--- config.mk ---
export PLATFORM = sky130hd
export DESIGN_NAME = crsf_rc_frame_parser_flat
export DESIGN_NICKNAME = d
export VERILOG_FILES = /design/src/rtl/core/crsf_pkg.sv /design/src/rtl/core/crsf_intf.sv /design/src/rtl/core/crsf_dp.sv /design/src/rtl/core/crsf_ctrl.sv /design/src/rtl/core/crsf_rc_frame_parser.sv /design/src/flat_wrapper.sv
export SDC_FILE = /design/constraint.sdc
export NUM_CORES = 1
export LEC_CHECK = 0
export ABC_AREA = 0
export BUFFER_PORTS_ARGS = -buffer_cell sky130_fd_sc_hd__buf_4
export CAP_MARGIN = 40
export CELL_PAD_IN_SITES_DETAIL_PLACEMENT = 0
export CELL_PAD_IN_SITES_GLOBAL_PLACEMENT = 1
export CORE_ASPECT_RATIO = 1.2
export CORE_MARGIN = 5
export CORE_UTILIZATION = 30
export CTS_CLUSTER_SIZE = 14
export DETAILED_ROUTE_END_ITERATION = 10
export PLACE_DENSITY = 0.51
export SLEW_MARGIN = 10
export SYNTH_ARGS = -nofsm -noshare
export SYNTH_HDL_FRONTEND = slang
export SYNTH_SLANG_ARGS = --single-unit
--- constraint.sdc ---
create_clock -name clk -period 20.2 [get_ports clk]
set_input_delay 2.02 -clock clk [delete_from_list [all_inputs] [get_ports clk]]
set_output_delay 2.02 -clock clk [all_outputs]
set_load 0.005 [all_outputs]
--- src/rtl/core/crsf_pkg.sv ---
// Shared types and constants for the CRSF RC-channels frame parser.
// No dependencies; crsf_dp, crsf_ctrl and the top level import this package.
package crsf_pkg;

  localparam logic [7:0] SYNC_ADDR_RST = 8'hC8;
  localparam logic [7:0] RC_FRAME_TYPE = 8'h16;
  localparam logic [7:0] CRC_POLY      = 8'hD5;
  localparam logic [7:0] MIN_LENGTH    = 8'd2;
  localparam int         PAYLOAD_BYTES = 22;
  localparam int         PAYLOAD_W     = PAYLOAD_BYTES * 8;
  localparam int         CHAN_BITS     = 11;
  localparam logic [5:0] RC_LENGTH     = 6'(PAYLOAD_BYTES + 2);

  // result status codes
  localparam logic [1:0] ST_CHANNEL = 2'd0;
  localparam logic [1:0] ST_CRC_ERR = 2'd1;
  localparam logic [1:0] ST_IGNORED = 2'd2;

  // controller -> datapath
  typedef struct packed {
    logic start_frame; // length byte good: load length, clear position and CRC
    logic body_byte;   // type or payload byte
    logic end_byte;    // CRC byte: check and count
    logic emit;        // load one result into the output register
  } crsf_cmd_t;

  // datapath -> controller
  typedef struct packed {
    logic addr_match;
    logic len_ok;
    logic body_end;
    logic out_free;
    logic emit_last;
  } crsf_sts_t;

endpackage

--- src/rtl/core/crsf_intf.sv ---
// Channel interfaces for the CRSF parser: input byte, result and config write.
// Depends on nothing; ports follow a valid/ready handshake.
interface crsf_in_if;
  logic       valid;
  logic       ready;
  logic [7:0] rx_byte;

  modport source (output valid, output rx_byte, input ready);
  modport sink   (input valid, input rx_byte, output ready);
endinterface

interface crsf_out_if;
  logic        valid;
  logic        ready;
  logic [1:0]  status;
  logic [3:0]  channel_index;
  logic [10:0] channel_value;
  logic        last;
  logic [31:0] good_frames;
  logic [31:0] crc_errors;

  modport source (output valid, output status, output channel_index,
                  output channel_value, output last, output good_frames,
                  output crc_errors, input ready);
  modport sink   (input valid, input status, input channel_index,
                  input channel_value, input last, input good_frames,
                  input crc_errors, output ready);
endinterface

interface crsf_cfg_if;
  logic       valid;
  logic       ready;
  logic [7:0] sync_address;

  modport source (output valid, output sync_address, input ready);
  modport sink   (input valid, input sync_address, output ready);
endinterface

--- src/rtl/core/crsf_dp.sv ---
// Datapath of the CRSF parser: CRC, payload shift store, counters, result register.
// Depends on crsf_pkg and the crsf_out_if / crsf_cfg_if interfaces.
module crsf_dp #(
  parameter int NUM_CHANNELS = 16,
  parameter int MAX_LENGTH   = 62
) (
  input  logic                clk,
  input  logic                rst_n,
  input  logic [7:0]          rx_byte,
  input  crsf_pkg::crsf_cmd_t cmd,
  output crsf_pkg::crsf_sts_t sts,
  crsf_cfg_if.sink            cfg,
  crsf_out_if.source          res
);
  import crsf_pkg::*;

  localparam logic [3:0] LastChan = 4'(NUM_CHANNELS - 1);
  localparam logic [7:0] MaxLen   = 8'(MAX_LENGTH);

  function automatic logic [7:0] crc8_update(input logic [7:0] crc, input logic [7:0] b);
    logic [7:0] c;
    c = crc ^ b;
    for (int i = 0; i < 8; i++) begin
      c = c[7] ? ((c << 1) ^ CRC_POLY) : (c << 1);
    end
    return c;
  endfunction

  logic [7:0]           sync_addr_r;
  logic [5:0]           frame_len_r;
  logic [5:0]           pos_r;
  logic [7:0]           crc_r;
  logic [7:0]           type_r;
  logic [PAYLOAD_W-1:0] payload_r;
  logic [31:0]          good_cnt_r;
  logic [31:0]          err_cnt_r;
  logic [1:0]           kind_r;
  logic [3:0]           chan_cnt_r;

  logic                 out_valid_r;
  logic [1:0]           out_status_r;
  logic [3:0]           out_index_r;
  logic [10:0]          out_value_r;
  logic                 out_last_r;
  logic [31:0]          out_good_r;
  logic [31:0]          out_err_r;

  logic crc_ok;
  logic rc_frame;

  assign crc_ok   = (rx_byte == crc_r);
  assign rc_frame = (type_r == RC_FRAME_TYPE) && (frame_len_r == RC_LENGTH);

  assign sts.addr_match = (rx_byte == sync_addr_r);
  assign sts.len_ok     = (rx_byte >= MIN_LENGTH) && (rx_byte <= MaxLen);
  assign sts.body_end   = ({1'b0, pos_r} + 7'd1) >= {1'b0, frame_len_r};
  assign sts.out_free   = !out_valid_r || res.ready;
  assign sts.emit_last  = (kind_r != ST_CHANNEL) || (chan_cnt_r == LastChan);

  assign cfg.ready = 1'b1;

  always_ff @(posedge clk) begin
    if (!rst_n) begin
      sync_addr_r <= SYNC_ADDR_RST;
    end else if (cfg.valid) begin
      sync_addr_r <= cfg.sync_address;
    end
  end

  // frame tracking and counters
  always_ff @(posedge clk) begin
    if (!rst_n) begin
      frame_len_r <= '0;
      pos_r       <= '0;
      crc_r       <= '0;
      type_r      <= '0;
      good_cnt_r  <= '0;
      err_cnt_r   <= '0;
      kind_r      <= ST_IGNORED;
      chan_cnt_r  <= '0;
    end else begin
      if (cmd.start_frame) begin
        frame_len_r <= rx_byte[5:0];
        pos_r       <= '0;
        crc_r       <= '0;
      end
      if (cmd.body_byte) begin
        if (pos_r == 6'd0) begin
          type_r <= rx_byte;
        end
        crc_r <= crc8_update(crc_r, rx_byte);
        pos_r <= pos_r + 6'd1;
      end
      if (cmd.end_byte) begin
        pos_r      <= '0;
        chan_cnt_r <= '0;
        if (!crc_ok) begin
          err_cnt_r <= err_cnt_r + 32'd1;
          kind_r    <= ST_CRC_ERR;
        end else if (rc_frame) begin
          good_cnt_r <= good_cnt_r + 32'd1;
          kind_r     <= ST_CHANNEL;
        end else begin
          kind_r <= ST_IGNORED;
        end
      end
      if (cmd.emit && kind_r == ST_CHANNEL) begin
        chan_cnt_r <= chan_cnt_r + 4'd1;
      end
    end
  end

  // payload store: bytes enter at the top, channels leave at the bottom
  always_ff @(posedge clk) begin
    if (cmd.body_byte && pos_r != 6'd0 && pos_r <= 6'(PAYLOAD_BYTES)) begin
      payload_r <= {rx_byte, payload_r[PAYLOAD_W-1:8]};
    end else if (cmd.emit && kind_r == ST_CHANNEL) begin
      payload_r <= {{CHAN_BITS{1'b0}}, payload_r[PAYLOAD_W-1:CHAN_BITS]};
    end
  end

  always_ff @(posedge clk) begin
    if (!rst_n) begin
      out_valid_r <= 1'b0;
    end else if (cmd.emit) begin
      out_valid_r <= 1'b1;
    end else if (res.ready) begin
      out_valid_r <= 1'b0;
    end
  end

  always_ff @(posedge clk) begin
    if (cmd.emit) begin
      out_status_r <= kind_r;
      out_good_r   <= good_cnt_r;
      out_err_r    <= err_cnt_r;
      if (kind_r == ST_CHANNEL) begin
        out_index_r <= chan_cnt_r;
        out_value_r <= payload_r[CHAN_BITS-1:0];
        out_last_r  <= (chan_cnt_r == LastChan);
      end else begin
        out_index_r <= '0;
        out_value_r <= '0;
        out_last_r  <= 1'b1;
      end
    end
  end

  assign res.valid         = out_valid_r;
  assign res.status        = out_status_r;
  assign res.channel_index = out_index_r;
  assign res.channel_value = out_value_r;
  assign res.last          = out_last_r;
  assign res.good_frames   = out_good_r;
  assign res.crc_errors    = out_err_r;

  a_emit_free: assert property (@(posedge clk) disable iff (!rst_n)
    cmd.emit |-> sts.out_free)
    else $error("result loaded over an untaken result");

  a_good_inc: assert property (@(posedge clk) disable iff (!rst_n)
    (cmd.end_byte && crc_ok && rc_frame) |=> good_cnt_r == $past(good_cnt_r) + 32'd1)
    else $error("good frame count missed an increment");

  a_cnt_hold: assert property (@(posedge clk) disable iff (!rst_n)
    !cmd.end_byte |=> ($stable(good_cnt_r) && $stable(err_cnt_r)))
    else $error("frame counters moved outside a frame end");

endmodule

--- src/rtl/core/crsf_ctrl.sv ---
// Controller of the CRSF parser: frame phase state machine and result sequencing.
// Depends on crsf_pkg; talks to crsf_dp through command and status structs.
module crsf_ctrl (
  input  logic                clk,
  input  logic                rst_n,
  input  logic                in_valid,
  output logic                in_ready,
  input  crsf_pkg::crsf_sts_t sts,
  output crsf_pkg::crsf_cmd_t cmd
);
  import crsf_pkg::*;

  typedef enum logic [3:0] {
    S_ADDR = 4'b0001,
    S_LEN  = 4'b0010,
    S_BODY = 4'b0100,
    S_EMIT = 4'b1000
  } state_t;

  state_t state_r, state_nxt;
  logic   acc;

  assign in_ready = (state_r != S_EMIT);
  assign acc      = in_valid && in_ready;

  always_comb begin
    state_nxt       = state_r;
    cmd.start_frame = 1'b0;
    cmd.body_byte   = 1'b0;
    cmd.end_byte    = 1'b0;
    cmd.emit        = 1'b0;
    unique case (state_r)
      S_ADDR: begin
        if (acc && sts.addr_match) state_nxt = S_LEN;
      end
      S_LEN: begin
        if (acc) begin
          if (sts.len_ok) begin
            cmd.start_frame = 1'b1;
            state_nxt       = S_BODY;
          end else begin
            state_nxt = S_ADDR;
          end
        end
      end
      S_BODY: begin
        if (acc) begin
          if (sts.body_end) begin
            cmd.end_byte = 1'b1;
            state_nxt    = S_EMIT;
          end else begin
            cmd.body_byte = 1'b1;
          end
        end
      end
      S_EMIT: begin
        if (sts.out_free) begin
          cmd.emit = 1'b1;
          if (sts.emit_last) state_nxt = S_ADDR;
        end
      end
      default: state_nxt = S_ADDR;
    endcase
  end

  always_ff @(posedge clk) begin
    if (!rst_n) begin
      state_r <= S_ADDR;
    end else begin
      state_r <= state_nxt;
    end
  end

  a_cmd_onehot: assert property (@(posedge clk) disable iff (!rst_n)
    $onehot0({cmd.start_frame, cmd.body_byte, cmd.end_byte, cmd.emit}))
    else $error("more than one datapath command at once");

  a_end_to_emit: assert property (@(posedge clk) disable iff (!rst_n)
    cmd.end_byte |=> (state_r == S_EMIT && !in_ready))
    else $error("frame end did not enter result phase");

  a_emit_done: assert property (@(posedge clk) disable iff (!rst_n)
    (cmd.emit && sts.emit_last) |=> state_r == S_ADDR)
    else $error("result phase did not close after last result");

endmodule

--- src/rtl/core/crsf_rc_frame_parser.sv ---
// CRSF RC-channels frame parser, top level.
// Results: a frame's first result is registered in the result phase after its CRC byte,
// once the output register is free; further channel words follow one a cycle while
// out ready is high. Throughput: one byte per cycle inside a frame; input stalls
// after a CRC byte while its result words (NUM_CHANNELS, or one if error/ignored) drain.
// Reset (rst_n low, synchronous): wait for address, counters zero, sync address 0xC8.
module crsf_rc_frame_parser #(
  parameter int NUM_CHANNELS = 16, // channels emitted per RC frame, 1..16
  parameter int MAX_LENGTH   = 62  // largest accepted length byte, 2..62
) (
  input  logic       clk,
  input  logic       rst_n,
  crsf_in_if.sink    in_chan,
  crsf_out_if.source out_chan,
  crsf_cfg_if.sink   cfg_chan
);
  import crsf_pkg::*;

  // Controller owns the frame phase (address, length, body, result drain);
  // datapath owns the byte-level work: CRC-8, payload store, counters and the
  // output register that decouples result words from incoming bytes.
  crsf_cmd_t cmd;
  crsf_sts_t sts;

  crsf_ctrl u_ctrl (
    .clk      (clk),
    .rst_n    (rst_n),
    .in_valid (in_chan.valid),
    .in_ready (in_chan.ready),
    .sts      (sts),
    .cmd      (cmd)
  );

  // Payload bytes shift into a 176-bit store; on a good RC frame it shifts
  // out eleven bits per channel word, giving the LSB-first channel unpack.
  crsf_dp #(
    .NUM_CHANNELS (NUM_CHANNELS),
    .MAX_LENGTH   (MAX_LENGTH)
  ) u_dp (
    .clk     (clk),
    .rst_n   (rst_n),
    .rx_byte (in_chan.rx_byte),
    .cmd     (cmd),
    .sts     (sts),
    .cfg     (cfg_chan),
    .res     (out_chan)
  );

endmodule
--- src/flat_wrapper.sv ---
// flat-port wrapper written by rule: the top's interface ports become plain ports
module crsf_rc_frame_parser_flat import crsf_pkg::*;
#(
  parameter int NUM_CHANNELS = 16,                                        
  parameter int MAX_LENGTH   = 62                                        
)
  (clk, rst_n, in_chan_valid, in_chan_rx_byte, in_chan_ready, out_chan_valid, out_chan_status, out_chan_channel_index, out_chan_channel_value, out_chan_last, out_chan_good_frames, out_chan_crc_errors, out_chan_ready, cfg_chan_valid, cfg_chan_sync_address, cfg_chan_ready);
  crsf_in_if in_chan_i ();
  crsf_out_if out_chan_i ();
  crsf_cfg_if cfg_chan_i ();
  input  logic clk;
  input  logic rst_n;
  input wire logic [$bits(in_chan_i.valid)-1:0] in_chan_valid;
  input wire logic [$bits(in_chan_i.rx_byte)-1:0] in_chan_rx_byte;
  output wire logic [$bits(in_chan_i.ready)-1:0] in_chan_ready;
  output wire logic [$bits(out_chan_i.valid)-1:0] out_chan_valid;
  output wire logic [$bits(out_chan_i.status)-1:0] out_chan_status;
  output wire logic [$bits(out_chan_i.channel_index)-1:0] out_chan_channel_index;
  output wire logic [$bits(out_chan_i.channel_value)-1:0] out_chan_channel_value;
  output wire logic [$bits(out_chan_i.last)-1:0] out_chan_last;
  output wire logic [$bits(out_chan_i.good_frames)-1:0] out_chan_good_frames;
  output wire logic [$bits(out_chan_i.crc_errors)-1:0] out_chan_crc_errors;
  input wire logic [$bits(out_chan_i.ready)-1:0] out_chan_ready;
  input wire logic [$bits(cfg_chan_i.valid)-1:0] cfg_chan_valid;
  input wire logic [$bits(cfg_chan_i.sync_address)-1:0] cfg_chan_sync_address;
  output wire logic [$bits(cfg_chan_i.ready)-1:0] cfg_chan_ready;
  assign in_chan_i.valid = in_chan_valid;
  assign in_chan_i.rx_byte = in_chan_rx_byte;
  assign in_chan_ready = in_chan_i.ready;
  assign out_chan_valid = out_chan_i.valid;
  assign out_chan_status = out_chan_i.status;
  assign out_chan_channel_index = out_chan_i.channel_index;
  assign out_chan_channel_value = out_chan_i.channel_value;
  assign out_chan_last = out_chan_i.last;
  assign out_chan_good_frames = out_chan_i.good_frames;
  assign out_chan_crc_errors = out_chan_i.crc_errors;
  assign out_chan_i.ready = out_chan_ready;
  assign cfg_chan_i.valid = cfg_chan_valid;
  assign cfg_chan_i.sync_address = cfg_chan_sync_address;
  assign cfg_chan_ready = cfg_chan_i.ready;
  crsf_rc_frame_parser #(.NUM_CHANNELS(NUM_CHANNELS), .MAX_LENGTH(MAX_LENGTH)) u_core (.clk(clk), .rst_n(rst_n), .in_chan(in_chan_i), .out_chan(out_chan_i), .cfg_chan(cfg_chan_i));
endmodule
==> reports/metrics.yaml <==
status: "finished, final reports clean"
synth_top_cell_by_area: "edfxtp_1"
ys_seq_area_frac: 0.637
required_ns: 20.42
grt_pass1_vias: 9444
num-nets-final: 1295
tightest_slew_ns: 0.818
fp.dieArea_um2: 56900
power_density_nw_per_um2: 83.2
syn_to_final_growth_pct: 18.3
num_antenna_cells: 0
rsz0062_at_grt: "no"
grt_pass1_wl_um: 53300
synth_top_flop_cell: "edfxtp_1"
fin_worst_skew_ns: 0.0242
clockRootBuffer: "clkbuf_16"
synth_cells: 1155
viasPerCell: 4.64
place_inst: 1915
slowest_delay_ns: 0.45
synth.net_count: 1189
drive_gt1_frac: 0.285
cts_setup_buffers: 0
arrival_ns: 5.30
synth.distinct_cells: 65
num_rows: 91
final.setup.tns_ns: 0
track_usage: 0.118
crit_path_end_kind: "flop"
die_h_um: 260
fmax_mhz: 197
wl_per_cell_um: 16.9
globalRouteOverflowTotal: 0
crit_family: "buffers and inverters"
ios: 106
worst_path_most_repeated_cell: "buf_4"
drtAntennaViolNets: 0
cts_resized: 0
synth-async-reset-ratio: 0
routed_wl_um: 33700
slowest_stage: "buf_4"
cp_max_fo: 65
crit_chain: "ha_1 -> and3_1 -> xor2_1 -> ha_1 -> a21o_1 -> a221oi_2 -> o211ai_1 -> nor3_4 -> buf_4 -> nand2b_4 -> buf_4 -> buf_16 -> buf_4 -> buf_16"
slew_violations: 0
ys_top_cells_by_area: "edfxtp_1 (49%), dfxtp_1 (14%), mux2_2 (12%), a21oi_1 (1.9%), nor2_1 (1.7%)"
start_util: 0.303
yosys.area.top_type_share: 0.495
setup_violations: 0
gp_congestion: 0.730
io_buffers: 104
postCtsHoldBufs: 0
dr_total_vias: 9235
relSlewSlack: 0.455
synth_edf_count: 258
r2r_slack_ns: 15.12
post-route-period-util: 0.252
peakVddDrop_v: 0.0000604
worstSkewPairLatency_ns: 0.55
path_class: "reg2reg"
drt_pass1_iterations: 5
synth_common_cells: "edfxtp_1 (258), mux2_2 (166), dfxtp_1 (111)"
drtIter0Drc: 448
syn_avg_cell_area_um2: 13.6
p_leak_uw: 0.00628
clock_sinks: 369
synth_area_um2: 15700
ys_ff_latch: 369
path_buf_inv: 5
hold_path.class: "reg2reg"
grt_max_degree: 66
ctsLongestPathBuffers: 3
ctsHtreeMaxLevel: 2
stdcell_count: 1990
core_um2: 51600
hold_viol: 0
antenna_found_initial: 0
die_w_um: 219
finalCriticalPeriod_ns: 5.08
critPathLaunchType: "flop"
clk_pin_slew_ns: 0.06
dpl.hpwl_um: 22200
cap_violations: 0
numCtsBuffers: 41
yosysMostFrequentCell: "edfxtp_1"
ys_warn_count: 0
cts_tree: "yes"
drcViolationCount: 0
[state kept, by name (all words and copies together), names as in the netlist, 6 cells and up]
signal / count
u_core.u_dp.res.good_frames: 32
u_core.u_dp.good_cnt_r: 32
u_core.u_dp.sync_addr_r: 8
u_core.u_dp.payload_r: 176
u_core.u_dp.res.channel_value: 11
u_core.u_dp.type_r: 8
u_core.u_dp.pos_r: 6
u_core.u_dp.frame_len_r: 6
u_core.u_dp.crc_r: 8
u_core.u_dp.res.crc_errors: 32
u_core.u_dp.err_cnt_r: 32
[power breakdown]
group	leakage [uW]	switching (uW)	total, uW	internal [uW]
sequential	0.00326	0.704	800	800
combinational	0.00240	14.5	24.2	9.69
clock	0.000619	301	717	416
[area by class of cell]
type                    instances  area [um2]
clock buffers                  59        1170
clock inverters                16         111
fillers                      5032       33100
inverters                      18        67.6
multi-input cells             708        5330
flip-flops and latches        369        9970
well taps                     697         872
repair buffers                123        1000
[worst register-to-register path: cells and delay by family, from the launching register on]
family	cells	cell delay (ns)
fa+ha+maj	2	0.52
buf+inv	5	1.90
simple gates	3	0.75
xor+xnor	1	0.18
flops	1	0.43
compound gates	3	0.91
[final timing paths]
kind | startpoint | endpoint | cells after the start
setup / recovery | u_core.u_dp.pos_r[0] | u_core.u_dp.payload_r[23] | 14
hold / removal | u_core.u_dp.good_cnt_r[31] | u_core.u_dp.res.good_frames[31] | 0
setup reg to reg | u_core.u_dp.pos_r[0] | u_core.u_dp.payload_r[23] | 14
hold reg to reg | u_core.u_dp.good_cnt_r[31] | u_core.u_dp.res.good_frames[31] | 0
[layer usage]
layer | track usage | up-vias | wire (um)
met3 | 0.0262 | 58 | 1370
met4 | 0.0335 | 0 | 739
met2 | 0.198 | 134 | 16600
met1 | 0.152 | 4500 | 15000
li1 | - | 4543 | -
met5 | 0 | - | 0
[stage by stage]
step | area [um2] | util | setup slack [ns] | hold WS, ns | power (uW)
2_1_floorplan | 15700 | - | 9.21 | 0.422 | 833
3_3_place_gp | 17100 | 0.331 | 13.70 | 0.431 | 842
3_5_place_dp | 17200 | 0.334 | 14.63 | 0.439 | 841
4_1_cts | 18500 | 0.359 | 14.99 | 0.453 | 1570
5_1_grt | 18500 | 0.359 | 14.72 | 0.460 | 1600
6_report | 18500 | 0.359 | 15.12 | 0.452 | 1540
[cell usage in the layout (no fill, tap or decap), types with 24 or more instances in the layout]
cell       synthesis  final
or3_1             28     28
nor2_1            72     70
mux2_2           166    166
clkbuf_16          0     44
a21oi_1           59     59
edfxtp_1         258    258
dfxtp_1          111    111
and2_1            31     31
nand2_1           49     49
buf_4             15    117
nand3_1           36     36
xnor2_1           24     24
o21ai_0           38     38
[cells by family (layout without fill, tap and decap cells)]
family / after synthesis / count (layout) / share of synthesized area
flip-flops: 369 / 369 / 0.637
AND/OR/NAND/NOR: 319 / 319 / 0.114
multiplexers: 188 / 188 / 0.133
AO/OA/AOI/OAI: 139 / 139 / 0.0522
buffers and inverters: 78 / 216 / 0.0238
XOR/XNOR: 48 / 48 / 0.0292
adder cells (fa/ha/maj): 13 / 13 / 0.0104
other: 1 / 1 / 0.000240
Note: power is estimated with default switching activity, not from simulation.
